File: config.mk
export PLATFORM = sky130hd
export DESIGN_NAME = mmm_rank_unit
export DESIGN_NICKNAME = d
export VERILOG_FILES = /design/src/rtl/multichannel_moving_median_assert.svh /design/src/rtl/mmm_pkg.sv /design/src/rtl/mmm_rank_unit.sv
export SDC_FILE = /design/constraint.sdc
export NUM_CORES = 1
export LEC_CHECK = 0
export CAP_MARGIN = 20
export CORE_MARGIN = 2
export CORE_UTILIZATION = 55
export DETAILED_ROUTE_END_ITERATION = 8
export DONT_BUFFER_PORTS = 1
export PLACE_DENSITY_LB_ADDON = 0.15
export SETUP_SLACK_MARGIN = 0.2
export SYNTH_ARGS = -nofsm -noshare
export SYNTH_HDL_FRONTEND = slang
export SYNTH_SLANG_ARGS = --single-unit
File: constraint.sdc
create_clock -name clk -period 4.5 [get_ports clk]
set_input_delay 0.9 -clock clk [delete_from_list [all_inputs] [get_ports clk]]
set_output_delay 0.9 -clock clk [all_outputs]
set_load 0.05 [all_outputs]
File: src/rtl/multichannel_moving_median_assert.svh
// assertion macros for the multichannel moving median block
// expects clk and rst in the scope of every use
`ifndef MULTICHANNEL_MOVING_MEDIAN_ASSERT_SVH
`define MULTICHANNEL_MOVING_MEDIAN_ASSERT_SVH

`ifndef SYNTHESIS

// same-cycle implication, checked out of reset
`define MMM_ASSERT_SAME(label, ante, cons) \
  label: assert property (@(posedge clk) disable iff (rst) (ante) |-> (cons)) \
    else $error("mmm same-cycle check failed");

// next-cycle implication, checked out of reset
`define MMM_ASSERT_NEXT(label, ante, cons) \
  label: assert property (@(posedge clk) disable iff (rst) (ante) |=> (cons)) \
    else $error("mmm next-cycle check failed");

`else

`define MMM_ASSERT_SAME(label, ante, cons)
`define MMM_ASSERT_NEXT(label, ante, cons)

`endif

`endif

File: src/rtl/mmm_pkg.sv
// shared constants and types of the multichannel moving median block
// no dependencies
package mmm_pkg;

  // default sizes
  localparam int DEF_CHANNELS = 32;
  localparam int DEF_WINDOW   = 64;

  // field widths of the stream beats
  localparam int SAMPLE_W  = 32;
  localparam int CHAN_W    = 5;
  localparam int WIDTH_W   = 6;
  localparam int S_TDATA_W = 40;
  localparam int M_TDATA_W = 32;

  // control of the shared rank counter
  typedef struct packed {
    logic clear;
    logic en;
  } rank_ctrl_t;

endpackage

File: src/rtl/mmm_rank_unit.sv
// shared rank counter: compares one stored sample a cycle against a candidate while enabled
// depends on mmm_pkg
module mmm_rank_unit #(
  parameter int NW = 7
) (
  input  logic                               clk,
  input  logic                               rst,
  input  mmm_pkg::rank_ctrl_t                ctrl,
  input  logic signed [mmm_pkg::SAMPLE_W-1:0] cand,
  input  logic signed [mmm_pkg::SAMPLE_W-1:0] elem,
  output logic [NW-1:0]                      lt_cnt,
  output logic [NW-1:0]                      le_cnt
);

  logic is_lt;
  logic is_le;

  // signed order of the element against the candidate
  assign is_lt = elem < cand;
  assign is_le = elem <= cand;

  // counts of smaller and not-larger elements
  always_ff @(posedge clk) begin
    if (rst || ctrl.clear) begin
      lt_cnt <= '0;
      le_cnt <= '0;
    end else if (ctrl.en) begin
      lt_cnt <= lt_cnt + NW'(is_lt);
      le_cnt <= le_cnt + NW'(is_le);
    end
  end

endmodule

**After elaboration in Yosys (flattened, before gate mapping)**

Index checks and enable logic that the tools add are counted.

- Bits in registers: 14
- Input bits: 68
- Output and inout bits: 14
- Word-level logic and storage cells: 7

- Add/subtract/negate cells: 2
- $lt $le $gt $ge: 2
- Reductions and logical operators: 1

Operators with widths:

| operator | count |
|---|---|
| 32-bit less-or-equal comparator | 1 |
| 32-bit < comparator | 1 |
| 7-bit by 1-bit adder with 7-bit output | 2 |
| 1-bit logical OR | 1 |

**Logic depth before layout (Yosys ltp)**

Gate-level depths: netlist (run 1).

- Depth in word-level cells: 2
- Mapped depth: 13
- Depth with buffers taken out: 13

**Worst setup path before layout (run 1)**

No wires, ideal clock.

- Path type: input to register
- Start point: in cand[25] (netlist name)
- End point: reg le_cnt[6]
- Library setup time: 0.070 ns
- Arrival time: 3.368 ns
- Required time: 4.430 ns
- Path slack: 1.063 ns
- Cell stages on the path: 13
- Buffers on the path: 0
- Cells stage by stage: inv_1 -> ha_1 -> a21o_1 -> a221o_1 -> a221oi_1 -> o21ai_1 -> a21oi_2 -> mux2i_1 -> ha_1 -> ha_1 -> nand4_1 -> or3_1 -> a21oi_1

- Longest elaborated chain between the ends: 2

RTL lines:

| what | line | RTL |
|---|---|---|
| start: declaration | mmm_rank_unit.sv:9 | `input logic signed [mmm_pkg::SAMPLE_W-1:0] cand,` |
| 32-bit less-or-equal comparator | mmm_rank_unit.sv:20 | `assign is_le = elem <= cand;` |
| 7-bit by 1-bit adder with 7-bit output | mmm_rank_unit.sv:29 | `le_cnt <= le_cnt + NW'(is_le);` |
| end signal: assignment | mmm_rank_unit.sv:29 |  |
| end: declaration | mmm_rank_unit.sv:12 | `output logic [NW-1:0] le_cnt` |

No other way between the ends.
A chain may end at the register's enable or synchronous reset.

**Worst setup path in the final report (run 1)**

Ends and elaborated chain as after synthesis.

==> impl_metrics.json, run 1 <==
{
  "fin_crit_sh_pct": 74.4,
  "tightest_slew_ns": 0.599,
  "synth_top_area_share_pct": 31.9,
  "path_delay_family": "compound AO/OA/AOI/OAI gates",
  "grt_pass1_vias": 996,
  "cts-root-buf": "clkbuf_4",
  "remaining_drc_errors": 0,
  "mostFrequentLayoutCells": "ha_1, inv_1, a21oi_1, dfxtp_1, nand2_1",
  "ys_ff_latch": 14,
  "hold_depth": 2,
  "worst-setup-path-type": "input port to register",
  "crit_path_max_fanout": 3,
  "synth_area_mm2": 0.00141,
  "max_stage_delay_ns": 0.39,
  "coreArea_mm2": 0.00245,
  "swShare_pct": 29.4,
  "r2r_cells": 5,
  "grt_overflow": 0,
  "wire_per_inst_um": 12.4,
  "hp-start": "lt_cnt[6]",
  "clkTransAtPathRegs_ns": 0.08,
  "cts_setup_buffers": 0,
  "rsz0062_at_grt": "false",
  "hold_viol": 0,
  "cts_hold_buf": 0,
  "die_width_um": 54.7,
  "ys.flop_type": "dfxtp_1",
  "firstDrtPassIters": 4,
  "drtIter0Drc": 10,
  "ios": 82,
  "fin_cells": 208,
  "synth_edf_count": 0,
  "internal_power_mw": 0.193,
  "synth-async-reset-ratio_pct": 0,
  "crit_buf_inv": 1,
  "min_to": "lt_cnt[6]",
  "max-cap-violations": 0,
  "syn2layout_area_growth_pct": 3.37,
  "status": "finished clean",
  "cts_tree": "done",
  "yosysSeqAreaShare_pct": 19.8,
  "routed_via_density": 5.78,
  "hold_class": "register to register",
  "comb_power_share_pct": 27.7,
  "portBuffers": 0,
  "yosysTopAreaCell": "ha_1",
  "setup_violations": 0,
  "r2r-start": "lt_cnt[0]",
  "die-area_mm2": 0.00299,
  "cp_cell_sequence": "inv_1 > ha_1 > a21o_1 > a221o_1 > a221oi_1 > o21ai_1 > a21oi_2 > mux2i_1 > ha_1 > ha_1 > nand4_1 > or3_1 > a21oi_1",
  "timing.rr.end": "lt_cnt[6]",
  "crit_required_ns": 4.70,
  "numCtsBuffers": 3,
  "max_freq_mhz": 299,
  "synth_cell_types": 27,
  "dp_cells": 205,
  "end_kind": "register",
  "seqPwrFrac_pct": 48.0,
  "ant_nets": 0,
  "layout-drive-gt1-share_pct": 3.37,
  "fin_skew_ns": 0.00469,
  "htreeDepth": 1,
  "place_congestion": 0.733,
  "via_count": 1202,
  "rows": 18,
  "die_h_um": 54.7,
  "ys_top_cells_by_area": "ha_1, dfxtp_1, inv_1",
  "cpMostUsedCell": "ha_1",
  "ir_drop_v": 0.000139,
  "power_density_mw_per_mm2": 187,
  "grt_use_total_pct": 16.9,
  "layout_commonest_cell": "ha_1",
  "diodes": 0,
  "syn_area_per_cell_um2": 7.94,
  "slew_headroom_pct": 60.0,
  "rrSetupSlack_ns": 2.65,
  "maxSlewViolCount": 0,
  "dp_hpwl_mm": 2.30,
  "pwr-share-clk_pct": 24.3,
  "grt_pass1_wl_mm": 3.80,
  "antenna_found_initial": 0,
  "clk_latency_ns": 0.27,
  "fin_crit_ns": 3.35,
  "setup_tns_ns": 0,
  "cts.sinks": 14,
  "ys_warn_count": 0,
  "cts_buffer_depth": 2,
  "syn_inst": 178,
  "cpMaxStageDelayCell": "or3_1",
  "switching_power_mw": 0.0801,
  "start_util_pct": 57.5,
  "synth_fp_nets": 282,
  "start_kind": "input port",
  "drt-total-wl_mm": 2.57,
  "critPathArrivalTime_ns": 3.55,
  "p_leak_nw": 0.781,
  "grt_max_degree": 15,
  "cts_resized": 0,
  "nets": 284
}
## synth_stat cells, types with 2 or more instances
master    number
mux2i_1        5
clkbuf_1       2
a221oi_1       2
a221o_1        2
a21o_1         4
nand4_1        9
ha_1          36
nand2_1       12
a21oi_1       14
or3_1          4
and4_1         2
dfxtp_1       14
inv_1         35
nor2_1        11
xor2_1         6
nand3_1        3
o21ai_0        7
## worst reg2reg max path: cells and delay by family (launching register included)
kind            cells  cell delay (ns)
simple gates        2             0.55
compound gates      1             0.13
flops               1             0.68
fa+ha+maj           2             0.43
## routing by layer
metal  global-route usage (%)  wire [um]
met1                     20.2       1070
met2                     29.2       1270
met3                     3.83        208
met4                     6.25         19
met5                        0          0
## power by group through the flow
stage	logic (mW)	registers, mW	clock network (mW)
after floorplan	0.0647	0.134	0
after global placement	0.0732	0.134	0
after detailed placement	0.0767	0.134	0
after CTS	0.0774	0.131	0.0674
after global routing	0.0911	0.131	0.0750
final	0.0757	0.131	0.0661
## flip-flops by register name, indices dropped and copies added, names as in the netlist
signal / count
le_cnt: 7
lt_cnt: 7
## worst max path at each step
stage	from	end	slack, ns	cells after the start
floorplan	cand[25]	le_cnt[6]	1.06	13
global placement	cand[25]	le_cnt[6]	0.94	13
detailed placement	cand[25]	le_cnt[6]	0.86	13
CTS	cand[25]	le_cnt[6]	1.13	13
global route	cand[25]	le_cnt[6]	0.96	13
finish	cand[25]	le_cnt[6]	1.15	13
## area by class of cell
| cell class | instances | area [um2] |
|---|---|---|
| clock buffers | 3 | 22.5 |
| fillers | 237 | 995 |
| inverters | 35 | 131 |
| multi-input cells | 126 | 988 |
| flip-flops and latches | 14 | 280 |
| well taps | 30 | 37.5 |
## cell families after synthesis
family | count (synthesis) | synth area share (%)
fa+ha+maj | 36 | 31.9
mux | 5 | 3.54
buf+inv | 38 | 10.2
simple gates | 45 | 15.9
xor+xnor | 7 | 4.34
compound gates | 33 | 14.3
flops | 14 | 19.8
## stage by stage
step	area, um2	hold WS, ns	setup WS [ns]	power [mW]	utilization (%)
CTS	1460	0.746	1.13	0.276	59.5
global route	1460	0.769	0.956	0.297	59.5
detailed placement	1440	0.736	0.855	0.211	58.6
global placement	1440	0.728	0.942	0.207	58.6
floorplan	1410	0.713	1.06	0.198	-
finish	1460	0.753	1.15	0.273	59.5
(Power assumes the default switching activity.)
==> inputs of run 2 (changes only) <==
==> constraint.sdc (replaced) <==
create_clock -name clk -period 2.8 [get_ports clk]
set_input_delay 0.56 -clock clk [delete_from_list [all_inputs] [get_ports clk]]
set_output_delay 0.56 -clock clk [all_outputs]
set_load 0.05 [all_outputs]
==> impl_metrics.json, run 2 (same netlist as run 1, synthesis figures left out) <==
{
  "status": "finished with violations",
  "violations": "negative setup slack",
  "internal_power_mw": 0.371,
  "nets": 297,
  "placed_area_mm2": 0.00171,
  "start_util_pct": 57.5,
  "min_to": "lt_cnt[1]",
  "clkTransAtPathRegs_ns": 0.08,
  "r2r_cells": 5,
  "remaining_drc_errors": 0,
  "ir_drop_v": 0.000278,
  "cts_buffer_depth": 2,
  "cts_tree": "done",
  "swShare_pct": 29.0,
  "max_freq_mhz": 346,
  "power_density_mw_per_mm2": 289,
  "max-cap-violations": 0,
  "met1_usage_pct": 21.2,
  "comb_power_share_pct": 32.0,
  "hold_class": "input port to register",
  "syn2layout_area_growth_pct": 28.0,
  "mostFrequentLayoutCells": "inv_1, ha_1, ha_4",
  "grt_pass1_vias": 1254,
  "htreeDepth": 1,
  "layout_commonest_cell": "inv_1",
  "reg_top3": "le_cnt (7), lt_cnt (7)",
  "rrSetupSlack_ns": 0.93,
  "postLayoutCellArea_mm2": 0.00181,
  "grt_use_total_pct": 22.2,
  "fin_crit_sh_pct": 103,
  "crit_path_max_fanout": 3,
  "ant_nets": 0,
  "drtIter0Drc": 15,
  "r2r-start": "le_cnt[0]",
  "pre_cts_ws_ns": -0.426,
  "setup_violations": 3,
  "grt_max_degree": 15,
  "routed_via_density": 5.80,
  "die_width_um": 54.7,
  "die_h_um": 54.7,
  "fin_cells": 222,
  "gr-max-usage-layer": "met2",
  "numCtsBuffers": 3,
  "worst-setup-path-type": "input port to register",
  "grt_overflow": 0,
  "maxSlewViolCount": 0,
  "cts-root-buf": "clkbuf_4",
  "pwr-share-clk_pct": 27.6,
  "ios": 82,
  "dp_cells": 216,
  "die-area_mm2": 0.00299,
  "cts.sinks": 14,
  "use_met2_pct": 46.8,
  "p_leak_nw": 0.835,
  "rows": 18,
  "grtUsageMet3_pct": 3.83,
  "end_kind": "register",
  "setup_slack_ns": -0.0941,
  "wire_per_inst_um": 14.6,
  "hp-start": "ctrl[0]",
  "dp_hpwl_mm": 2.84,
  "firstDrtPassIters": 4,
  "coreArea_mm2": 0.00245,
  "seqPwrFrac_pct": 40.3,
  "fin_skew_ns": 0.00120,
  "rsz0062_at_grt": "true",
  "drt-total-wl_mm": 3.25,
  "fin_crit_ns": 2.89,
  "tightest_slew_ns": 0.660,
  "portBuffers": 0,
  "start_kind": "input port",
  "crit_required_ns": 3.01,
  "antenna_found_initial": 0,
  "diodes": 0,
  "timing.rr.end": "le_cnt[6]",
  "clk_latency_ns": 0.28,
  "via_count": 1287,
  "critPathArrivalTime_ns": 3.10,
  "place_congestion": 0.644,
  "grt_pass1_wl_mm": 4.80,
  "switching_power_mw": 0.151,
  "hold_viol": 0,
  "setup_tns_ns": -0.103,
  "hold_depth": 2,
  "layout-drive-gt1-share_pct": 29.2,
  "slew_headroom_pct": 56.0,
  "cts_hold_buf": 0,
  "power_mw": 0.523
}
## run 2: cell types whose count changed in the layout (fill, tap and decap cells not counted), sizes merged
cell	delta
buf	+13
clkbuf	+1
## run 2: stage by stage
step	hold slack, ns	utilization, %
after global placement	0.717	69.8
after CTS	0.431	73.4
final	0.435	73.6
after floorplan	0.713	-
after global routing	0.444	73.6
after detailed placement	0.724	69.8
## run 2: worst max path at each step
stage | from | endpoint | slack (ns) | cells after the start
after CTS | elem[25] | le_cnt[6] | -0.06 | 12
after global placement | elem[27] | le_cnt[6] | -0.34 | 12
after global routing | elem[25] | le_cnt[6] | -0.26 | 12
after floorplan | elem[14] | le_cnt[6] | -0.11 | 12
after detailed placement | cand[27] | le_cnt[6] | -0.43 | 13
final | elem[25] | le_cnt[6] | -0.09 | 12
## run 2: timing repair
action	in CTS	in global routing
gates cloned	0	0
endpoints found under the setup margin	9	12
pin swaps	9	9
resized for setup	10	2
buffers inserted	2	0
## run 2: critical path, stage by stage
cell and delay (ns):
ha_4 0.22, a21o_1 0.17, a221o_1 0.31, a221oi_2 0.31
o21ai_1 0.12, a21oi_2 0.15, mux2i_1 0.22, ha_2 0.23
ha_4 0.13, nand4_1 0.16, or3_1 0.39, a21oi_1 0.13
## run 2: power groups by stage
stage                     clock network (mW)  registers [mW]  logic [mW]
after global routing                   0.154           0.211       0.193
after CTS                              0.147           0.211       0.170
final                                  0.144           0.211       0.167
after global placement                     0           0.215       0.146
after floorplan                            0           0.215       0.123
after detailed placement                   0           0.216       0.160
## run 2: final cells by class
class                           count  area, um2
Clock buffer                        4       36.3
Tap cell                           30       37.5
Fill cell                         187        647
Inverter                           35        146
Sequential cell                    14        280
Timing Repair Buffer               13       97.6
Multi-Input combinational cell    126       1210
## run 2: layer usage
layer,part of all wire (%),vias up
li1,-,645
met1,37,580
met2,56,58
met3,5.9,4
met4,1.1,0
met5,0,-
==> inputs of run 3 (changes only) <==
--- a/config.mk
+++ b/config.mk
@@ -8,6 +8,7 @@
 export CAP_MARGIN = 20
 export CORE_MARGIN = 2
 export CORE_UTILIZATION = 55
+export CTS_BUF_LIST = sky130_fd_sc_hd__clkbuf_4 sky130_fd_sc_hd__clkbuf_8 sky130_fd_sc_hd__clkbuf_16
 export DETAILED_ROUTE_END_ITERATION = 8
 export DONT_BUFFER_PORTS = 1
 export PLACE_DENSITY_LB_ADDON = 0.15
==> constraint.sdc (replaced) <==
create_clock -name clk -period 2.8 [get_ports clk]
set_input_delay 0.56 -clock clk [delete_from_list [all_inputs] [get_ports clk]]
set_output_delay 0.56 -clock clk [all_outputs]
set_load 0.01 [all_outputs]
==> impl_metrics.json, run 3 (same netlist as run 1, synthesis figures left out) <==
{
  "setup_violations": 0,
  "cts_buffer_depth": 2,
  "grt_pass1_vias": 1230,
  "grt_pass1_wl_mm": 4.61,
  "die_h_um": 54.7,
  "clkTransAtPathRegs_ns": 0.09,
  "ir_drop_v": 0.000363,
  "critPathArrivalTime_ns": 2.93,
  "grt_overflow": 0,
  "dp_hpwl_mm": 2.73,
  "rsz0062_at_grt": "true",
  "numCtsBuffers": 3,
  "cpMostUsedCell": "ha_4",
  "path_delay_family": "compound AO/OA/AOI/OAI gates",
  "nets": 300,
  "p_leak_nw": 0.848,
  "cp_cell_sequence": "ha_4 > and2_4 > a221o_1 > a221oi_2 > o21ai_1 > a21oi_2 > xnor2_1 > ha_2 > ha_4 > nand4_1 > or3_1 > a21oi_1",
  "hold_viol": 0,
  "die-area_mm2": 0.00299,
  "ant_nets": 0,
  "grt_max_degree": 15,
  "cts-root-buf": "clkbuf_4",
  "remaining_drc_errors": 0,
  "cts.sinks": 14,
  "crit_required_ns": 3.01,
  "cp.depth": 12,
  "mostFrequentLayoutCells": "inv_1, ha_1, ha_4, buf_4, dfxtp_1",
  "maxSlewViolCount": 0,
  "switching_power_mw": 0.146,
  "fin_skew_ns": 0.00254,
  "via_count": 1298,
  "fin_crit_ns": 2.72,
  "ios": 82,
  "portBuffers": 0,
  "whs_ns": 0.441,
  "r2r_cells": 5,
  "status": "finished clean",
  "grt_use_total_pct": 20.9,
  "seqPwrFrac_pct": 39.5,
  "slew_headroom_pct": 79.1,
  "clk_latency_ns": 0.28,
  "place_congestion": 0.750,
  "drt-total-wl_mm": 3.20,
  "pwr-share-clk_pct": 27.8,
  "rrSetupSlack_ns": 1.35,
  "hold_depth": 2,
  "htreeDepth": 1,
  "cts_hold_buf": 0,
  "syn2layout_area_growth_pct": 29.8,
  "rows": 18,
  "coreArea_mm2": 0.00245,
  "tightest_slew_ns": 0.313,
  "layout_commonest_cell": "inv_1",
  "drtIter0Drc": 11,
  "max_stage_delay_ns": 0.36,
  "power_density_mw_per_mm2": 283,
  "wire_per_inst_um": 14.2,
  "postLayoutCellArea_mm2": 0.00183,
  "placed_area_mm2": 0.00172,
  "layout-drive-gt1-share_pct": 30.3,
  "cpMaxStageDelayCell": "or3_1",
  "start_kind": "input port",
  "firstDrtPassIters": 4,
  "swShare_pct": 28.2,
  "worst-setup-path-type": "input port to register",
  "max-cap-violations": 0,
  "antenna_found_initial": 0,
  "comb_power_share_pct": 32.8,
  "reg_top3": "le_cnt (7), lt_cnt (7)",
  "routed_via_density": 5.77,
  "start_util_pct": 57.5,
  "max_freq_mhz": 367,
  "crit_buf_inv": 0,
  "hold_class": "input port to register",
  "num-fill-cells": 187,
  "internal_power_mw": 0.372,
  "fin_crit_sh_pct": 97.2,
  "die_width_um": 54.7,
  "cts_tree": "done",
  "end_kind": "register",
  "crit_path_max_fanout": 2,
  "diodes": 0
}
## run 3: cell type report
cell class / count / area [um2] / area share, %
Clock buffer: 4 / 36.3 / 1.98
Inverter: 35 / 146 / 7.99
Multi-Input combinational cell: 126 / 1210 / 65.9
Sequential cell: 14 / 280 / 15.3
Tap cell: 30 / 37.5 / 2.05
Timing Repair Buffer: 16 / 124 / 6.76
## run 3: path summary, 6_finish.rpt
check	start	endpoint
max	elem[26]	lt_cnt[6]
min	ctrl[0]	le_cnt[0]
max reg2reg	lt_cnt[0]	lt_cnt[6]
min reg2reg	lt_cnt[6]	lt_cnt[6]
## run 3: metrics by stage
step / utilization, % / setup WS (ns) / TNS, ns / std cells / total power, mW
finish: 74.7 / 0.0788 / 0 / 225 / 0.518
global route: 74.7 / -0.0601 / -0.162 / 225 / 0.560
CTS: 72.9 / 0.0681 / 0 / 223 / 0.519
detailed placement: 70.0 / -0.303 / -1.45 / 217 / 0.368
global placement: 70.0 / -0.280 / -1.36 / 217 / 0.357
floorplan: - / -0.0876 / -0.163 / 178 / 0.331
## run 3: power by group through the flow
stage	registers [mW]	logic (mW)	clock network, mW
after floorplan	0.208	0.123	0
after detailed placement	0.209	0.159	0
after CTS	0.204	0.167	0.147
after global placement	0.209	0.148	0
after global routing	0.205	0.197	0.157
final	0.204	0.170	0.144
## run 3: repair_timing
item,4_1_cts,5_1_grt
endpoints found under the setup margin,7,12
gates cloned,0,0
resized for setup,6,7
pin swaps,11,6
setup buffers,2,2
## run 3: layer usage
metal	wire, um	global-route usage [%]	up-vias
met5	0	0	-
met4	0	3.33	0
met3	208	6.28	0
met2	1750	42.3	49
met1	1240	20.6	600
li1	-	-	649
